===== src/rtl/sn2lcd_pkg.sv =====
package sn2lcd_pkg;

    localparam int MAG_W   = 17;
    localparam int PLACE_W = 3;

    localparam logic [7:0] DASH_SEG = 8'h02;

    localparam logic signed [31:0] UPPER_LO = -32'sd999;
    localparam logic signed [31:0] UPPER_HI = 32'sd9999;
    localparam logic signed [31:0] LOWER_LO = -32'sd9999;
    localparam logic signed [31:0] LOWER_HI = 32'sd99999;

    localparam logic [PLACE_W-1:0] UPPER_PLACES = 3'd4;
    localparam logic [PLACE_W-1:0] LOWER_PLACES = 3'd5;

    // floor(x/10) = (x * RECIP_10) >> RECIP_SHIFT for x below 2^22
    localparam logic [19:0] RECIP_10    = 20'd838861;
    localparam int          RECIP_SHIFT = 23;

    typedef struct packed {
        logic load;
        logic emit_digit;
        logic emit_sign;
        logic emit_dash;
    } t_cmd;

    typedef struct packed {
        logic out_range;
        logic neg;
        logic digits_done;
        logic dash_done;
        logic out_free;
    } t_status;

    typedef struct packed {
        logic [3:0] index;
        logic [7:0] seg;
    } t_write;

    function automatic logic [7:0] digit_seg(input logic [3:0] d);
        logic [7:0] s;
        case (d)
            4'd0:    s = 8'hF5;
            4'd1:    s = 8'h60;
            4'd2:    s = 8'hB6;
            4'd3:    s = 8'hF2;
            4'd4:    s = 8'h63;
            4'd5:    s = 8'hD3;
            4'd6:    s = 8'hD7;
            4'd7:    s = 8'h70;
            4'd8:    s = 8'hF7;
            4'd9:    s = 8'hF3;
            default: s = 8'hF5;
        endcase
        return s;
    endfunction

    function automatic t_write map_write(input logic [PLACE_W-1:0] place, input logic upper,
                                         input logic [7:0] seg);
        t_write w;
        logic [3:0] idx;
        if (upper) begin
            idx = (place == 3'd4) ? 4'd5 : {1'b0, place};
            w.seg = seg;
        end else begin
            idx = 4'd12 - {1'b0, place};
            w.seg = {seg[3:0], seg[7:4]};
        end
        w.index = (idx > 4'd11) ? 4'd4 : idx;
        return w;
    endfunction

endpackage


===== src/rtl/sn2lcd_dp.sv =====
module sn2lcd_dp (
    input  logic                  i_clk,
    input  logic                  i_rst_n,
    input  logic [31:0]           i_value,
    input  logic                  i_upper_line,
    input  sn2lcd_pkg::t_cmd      i_cmd,
    output sn2lcd_pkg::t_status   o_status,
    input  logic                  i_out_stall,
    output logic                  o_out_valid,
    output logic [3:0]            o_memory_index,
    output logic [7:0]            o_segment_byte,
    output logic                  o_last
);

    logic [sn2lcd_pkg::MAG_W-1:0]   r_mag;
    logic [sn2lcd_pkg::PLACE_W-1:0] r_place;
    logic                           r_upper;
    logic                           r_neg;
    logic                           r_out_valid;
    logic [3:0]                     r_index;
    logic [7:0]                     r_seg;
    logic                           r_last;

    logic signed [31:0]             in_lo;
    logic signed [31:0]             in_hi;
    logic                           in_range_bad;
    logic [31:0]                    in_abs;
    logic [sn2lcd_pkg::PLACE_W-1:0] in_places;
    logic [sn2lcd_pkg::PLACE_W-1:0] places;

    logic [36:0]                    prod;
    logic [sn2lcd_pkg::MAG_W-1:0]   quot;
    logic [sn2lcd_pkg::MAG_W-1:0]   rem_full;
    logic [7:0]                     emit_seg;
    sn2lcd_pkg::t_write             wr;
    logic                           emit;
    logic                           emit_last;

    assign in_lo        = i_upper_line ? sn2lcd_pkg::UPPER_LO : sn2lcd_pkg::LOWER_LO;
    assign in_hi        = i_upper_line ? sn2lcd_pkg::UPPER_HI : sn2lcd_pkg::LOWER_HI;
    assign in_range_bad = ($signed(i_value) < in_lo) || ($signed(i_value) > in_hi);
    assign in_abs       = i_value[31] ? (32'd0 - i_value) : i_value;
    assign in_places    = i_upper_line ? sn2lcd_pkg::UPPER_PLACES : sn2lcd_pkg::LOWER_PLACES;
    assign places       = r_upper ? sn2lcd_pkg::UPPER_PLACES : sn2lcd_pkg::LOWER_PLACES;

    assign prod     = {20'd0, r_mag} * {17'd0, sn2lcd_pkg::RECIP_10};
    assign quot     = {3'd0, prod[sn2lcd_pkg::RECIP_SHIFT +: 14]};
    assign rem_full = r_mag - {quot[13:0], 3'b000} - {quot[15:0], 1'b0};

    always_comb begin
        emit_seg  = sn2lcd_pkg::DASH_SEG;
        emit_last = 1'b0;
        if (i_cmd.emit_digit) begin
            emit_seg  = sn2lcd_pkg::digit_seg(rem_full[3:0]);
            emit_last = o_status.digits_done && !r_neg;
        end else if (i_cmd.emit_sign) begin
            emit_last = 1'b1;
        end else if (i_cmd.emit_dash) begin
            emit_last = o_status.dash_done;
        end
    end

    assign wr   = sn2lcd_pkg::map_write(r_place, r_upper, emit_seg);
    assign emit = i_cmd.emit_digit || i_cmd.emit_sign || i_cmd.emit_dash;

    assign o_status.out_range   = in_range_bad;
    assign o_status.neg         = r_neg;
    assign o_status.digits_done = (quot == '0) || (r_place == 3'd1);
    assign o_status.dash_done   = (r_place == places);
    assign o_status.out_free    = !r_out_valid || !i_out_stall;

    always_ff @(posedge i_clk) begin
        if (i_cmd.load) begin
            r_upper <= i_upper_line;
            r_neg   <= i_value[31];
            r_mag   <= in_abs[sn2lcd_pkg::MAG_W-1:0];
            r_place <= in_range_bad ? 3'd1 : in_places;
        end else if (i_cmd.emit_digit) begin
            r_mag   <= quot;
            r_place <= r_place - 3'd1;
        end else if (i_cmd.emit_dash) begin
            r_place <= r_place + 3'd1;
        end
        if (emit) begin
            r_index <= wr.index;
            r_seg   <= wr.seg;
            r_last  <= emit_last;
        end
    end

    always_ff @(posedge i_clk) begin
        if (!i_rst_n) begin
            r_out_valid <= 1'b0;
        end else if (emit) begin
            r_out_valid <= 1'b1;
        end else if (!i_out_stall) begin
            r_out_valid <= 1'b0;
        end
    end

    assign o_out_valid    = r_out_valid;
    assign o_memory_index = r_index;
    assign o_segment_byte = r_seg;
    assign o_last         = r_last;

endmodule


===== src/rtl/sn2lcd_ctrl.sv =====
module sn2lcd_ctrl (
    input  logic                i_clk,
    input  logic                i_rst_n,
    input  logic                i_in_valid,
    output logic                o_in_stall,
    input  sn2lcd_pkg::t_status i_status,
    output sn2lcd_pkg::t_cmd    o_cmd
);

    typedef enum logic [3:0] {
        S_IDLE  = 4'b0001,
        S_DIGIT = 4'b0010,
        S_SIGN  = 4'b0100,
        S_DASH  = 4'b1000
    } t_state;

    t_state r_state;
    t_state n_state;

    always_comb begin
        n_state = r_state;
        o_cmd   = '0;
        case (r_state)
            S_IDLE: begin
                if (i_in_valid) begin
                    o_cmd.load = 1'b1;
                    n_state    = i_status.out_range ? S_DASH : S_DIGIT;
                end
            end
            S_DIGIT: begin
                if (i_status.out_free) begin
                    o_cmd.emit_digit = 1'b1;
                    if (i_status.digits_done) begin
                        n_state = i_status.neg ? S_SIGN : S_IDLE;
                    end
                end
            end
            S_SIGN: begin
                if (i_status.out_free) begin
                    o_cmd.emit_sign = 1'b1;
                    n_state         = S_IDLE;
                end
            end
            S_DASH: begin
                if (i_status.out_free) begin
                    o_cmd.emit_dash = 1'b1;
                    if (i_status.dash_done) begin
                        n_state = S_IDLE;
                    end
                end
            end
            default: begin
                n_state = S_IDLE;
            end
        endcase
    end

    always_ff @(posedge i_clk) begin
        if (!i_rst_n) begin
            r_state <= S_IDLE;
        end else begin
            r_state <= n_state;
        end
    end

    assign o_in_stall = (r_state != S_IDLE);

endmodule


===== src/rtl/signed_number_to_lcd_segments.sv =====
// Converts a signed 32-bit number into the run of LCD segment-memory writes
// for one display line: 4 places on the upper line (-999..9999), 5 on the
// lower line (-9999..99999). Each request yields 1 to 5 writes (digits from
// the right, then a minus sign), or a full row of dashes when out of range;
// o_last marks the final write. A request is accepted in the idle state, and
// the divide-by-ten step then yields one digit per cycle while the output is
// not stalled; a new request is taken only once the last write is issued.
module signed_number_to_lcd_segments (
    input  logic        i_clk,
    input  logic        i_rst_n,
    input  logic        i_in_valid,
    output logic        o_in_stall,
    input  logic [31:0] i_value,
    input  logic        i_upper_line,
    output logic        o_out_valid,
    input  logic        i_out_stall,
    output logic [3:0]  o_memory_index,
    output logic [7:0]  o_segment_byte,
    output logic        o_last
);

    sn2lcd_pkg::t_cmd    cmd;
    sn2lcd_pkg::t_status status;

    sn2lcd_ctrl u_ctrl (
        .i_clk      (i_clk),
        .i_rst_n    (i_rst_n),
        .i_in_valid (i_in_valid),
        .o_in_stall (o_in_stall),
        .i_status   (status),
        .o_cmd      (cmd)
    );

    sn2lcd_dp u_dp (
        .i_clk          (i_clk),
        .i_rst_n        (i_rst_n),
        .i_value        (i_value),
        .i_upper_line   (i_upper_line),
        .i_cmd          (cmd),
        .o_status       (status),
        .i_out_stall    (i_out_stall),
        .o_out_valid    (o_out_valid),
        .o_memory_index (o_memory_index),
        .o_segment_byte (o_segment_byte),
        .o_last         (o_last)
    );

endmodule


===== config.mk =====
export PLATFORM = sky130hd
export DESIGN_NAME = signed_number_to_lcd_segments
export DESIGN_NICKNAME = d
export VERILOG_FILES = /design/src/rtl/sn2lcd_pkg.sv /design/src/rtl/sn2lcd_dp.sv /design/src/rtl/sn2lcd_ctrl.sv /design/src/rtl/signed_number_to_lcd_segments.sv
export SDC_FILE = /design/constraint.sdc
export NUM_CORES = 1
export LEC_CHECK = 0
export BUFFER_PORTS_ARGS = -buffer_cell sky130_fd_sc_hd__buf_2
export CAP_MARGIN = 5
export CORE_ASPECT_RATIO = 1.25
export CORE_MARGIN = 3
export CORE_UTILIZATION = 45
export DETAILED_ROUTE_END_ITERATION = 8
export REMOVE_ABC_BUFFERS = 1
export SLEW_MARGIN = 20
export SYNTH_ARGS = -nofsm -noshare
export SYNTH_HDL_FRONTEND = slang
export SYNTH_SLANG_ARGS = --single-unit

===== constraint.sdc =====
create_clock -name i_clk -period 18.46 [get_ports i_clk]
set_clock_uncertainty 0.05 [all_clocks]
set_input_delay 1.846 -clock i_clk [delete_from_list [all_inputs] [get_ports i_clk]]
set_output_delay 1.846 -clock i_clk [all_outputs]
set_load 0.01 [all_outputs]

==> results.md <==
* Flip-flop and latch area at 0.00115 sq mm
* RSZ-0062 raised after global routing: false
* Worst hold slack at 565 ps
* # Post-CTS Setup Buffers at 0
* Hold_buf cts at 0
* Final slew viol count at 0
* Area of the multi-input gates at 0.00602 sq mm
* FFs w/ async S/R, synth at 0%
* Aggregate global routing overflow at 0
* Vias in the first global route at 6396
* ANT cells at 0
* Setup TNS at 0 ps
* Max cap viols at 0
* Placer Congestion at 0.941
* Seq cells post-synth at 40
* F_max at 136 MHz
* Fillers at 1642
* Final hold viol count at 0
* PortBufs at 51
* Drt pass-1 iters at 5
* TritonCTS Sinks at 40
* Worst path required time at 18450 ps
* Worst slew pin tran at 790 ps
* Drt first-iter violations at 288
* Die W at 125 microns
* Area Overhead vs Synth at 8.30%
* Most frequent cells after synthesis: 181 x inv_1, 155 x ha_1, 82 x fa_1
* Clock H-tree levels at 2
* Initial antenna violation count at 0
* Synth Flop Type: edfxtp_1
* Number of synthesized flops with an enable pin at 35
* DRC at 0
* Clk Latency, worst-skew pair at 290 ps
* Num rows at 53
* Worst hold path class: reg -> reg
* Post-cts sizing count at 0
* Hold Path Depth at 2
* DIE HEIGHT at 154 microns
* CP top delay family: adder cells
* Final period util at 39.8%
* Synth cell types at 65
* Reg clk slew, reported paths at 60 ps
* Via count at 6225
* Starting Density at 46.4%
* Slowest CP cell: a311oi_1
* Post-DRT Antenna Nets at 0
* CP Max Fanout at 12
* Max transition margin at 47.2%
* Worst path arrival time at 7340 ps
* Via density at 5.42
* Core area at 0.0170 sq mm
* DPL Wire Length at 16900 microns
* Most frequent cell after synthesis: inv_1
* Setup crit end kind: flop
* Most area-consuming cells after synthesis: ha_1 25%, fa_1 21%, edfxtp_1 13%
* Layout Nets at 1201
* CP Buf/Inv Count at 4
* # IOs at 52
* Gr usage total at 20.4%
* M1 WL at 7950 microns
* Sequential fraction of the synthesis area at 14.6%
* Synth Cell Area at 0.00791 sq mm
* CTS Buf Count at 5
* Crit start category: flop
* WS Path Type: reg -> reg
* Cells along the critical path: ha_1 -> inv_1 -> fa_1 -> fa_1 -> inv_1 -> fa_1 -> inv_1 -> fa_1 -> fa_1 -> inv_1 -> ha_1 -> a21oi_1 -> o21ai_1 -> a311oi_1 -> a21oi_1 -> xor2_1 -> ha_1 -> xor2_1 -> o21ai_0 -> a211oi_1 -> a21oi_1
* Cell count after synthesis at 884
* Yosys top cell area share at 24.5%
* Top layer in use: met4
* CTS tree: built
* CTS root buf: clkbuf_16
* Detailed Route WL at 19100 microns
* Synth warn at 0
* CP Depth at 21
* WL met3 at 752 microns
* Status: completed
* Final setup viols at 0
* Global-route wire length before repair at 31900 microns
* Top cell by count, worst path: fa_1
* Met2 Wirelength at 9860 microns
* Synth area leader: ha_1
* Syn Area/Cell at 8.95 sq um
* Slowest cell delay on critical path at 650 ps
* R2R cell count at 21
* Largest net degree at the start of global routing at 27
* DR WL/cell at 16.7 microns
* Clock period minus worst slack at 7360 ps
* Clock Path Buffers at 2
* Die area at 0.0192 sq mm
* Share of post-route cells with drive strength above 1 at 7.76%
## state kept, by name, indices dropped and copies added (netlist names), 3 cells and up
name,count
u_dp.o_segment_byte,8
u_dp.r_place,3
u_dp.r_mag,17
u_dp.o_memory_index,4
u_ctrl.r_state,4
## placed cells by master (no fill, tap or decap), types with 5 or more instances in the layout
master and count:
a21o_1 6, a21oi_1 51, and3_1 5, buf_2 51, clkbuf_16 5, dfxtp_1 5, edfxtp_1 35, fa_1 82
ha_1 155, inv_1 181, mux2i_1 8, nand2_1 70, nand2b_1 5, nand3_1 10, nand4_1 15, nor2_1 44
nor3_1 19, o2111ai_1 5, o211ai_1 8, o21ai_0 36, o21ai_1 7, o21bai_1 5, o31ai_1 6, or3_1 5
xnor2_1 24, xor2_1 15
## layer usage
layer  track usage [%]  vias up
li1                  -     3085
met1              24.5     2981
met2              37.7      135
met3              2.35       24
met4              7.05        0
met5                 0        -
## cell families (layout without fill, tap and decap cells)
group                    count (synthesis)  after routing  share of synthesized area (%)
AO/OA/AOI/OAI                          167            167                           13.4
adder cells (fa/ha/maj)                237            237                           45.3
flip-flops                              40             40                           14.6
XOR/XNOR                                40             40                           4.52
multiplexers                             8              8                           1.01
buffers and inverters                  198            242                           9.52
AND/OR/NAND/NOR                        194            194                           11.7
## worst register-to-register path, cell delays in order, from the launching register on
cell,delay [ps]
edfxtp_1,470
ha_1,340
inv_1,60
fa_1,540
fa_1,570
inv_1,50
fa_1,470
inv_1,50
fa_1,490
fa_1,540
inv_1,50
ha_1,330
a21oi_1,230
o21ai_1,100
a311oi_1,650
a21oi_1,170
xor2_1,350
ha_1,330
xor2_1,630
o21ai_0,160
a211oi_1,350
a21oi_1,120
## final cells by class
class	count	share of cell area [%]
clock buffer	6	1.62
clock inverter	2	0.453
inverter	182	7.97
multi-input combinational	646	70.2
sequential	40	13.4
tap	220	3.21
timing repair buffer	52	3.07
## final timing paths
check / start / endpoint / slack (ps)
worst max-delay path: u_dp.r_mag[2] / u_dp.o_segment_byte[5] / 11100
worst min-delay path: u_ctrl.r_state[1] / u_ctrl.r_state[1] / 570
worst max register to register: u_dp.r_mag[2] / u_dp.o_segment_byte[5] / 11100
worst min register to register: u_ctrl.r_state[1] / u_ctrl.r_state[1] / 570
## metrics by stage
step	setup slack, ps	area (sq um)	cells	util [%]
after floorplan	12110	7840	868	-
after global placement	11390	8380	1140	49.2
after detailed placement	11180	8380	1140	49.2
after CTS	11160	8560	1148	50.2
after global routing	10630	8570	1148	50.3
final	11100	8570	1148	50.3
Power is not shown: default switching activity piles up to over one toggle a cycle in this logic, so the estimate is an artifact.
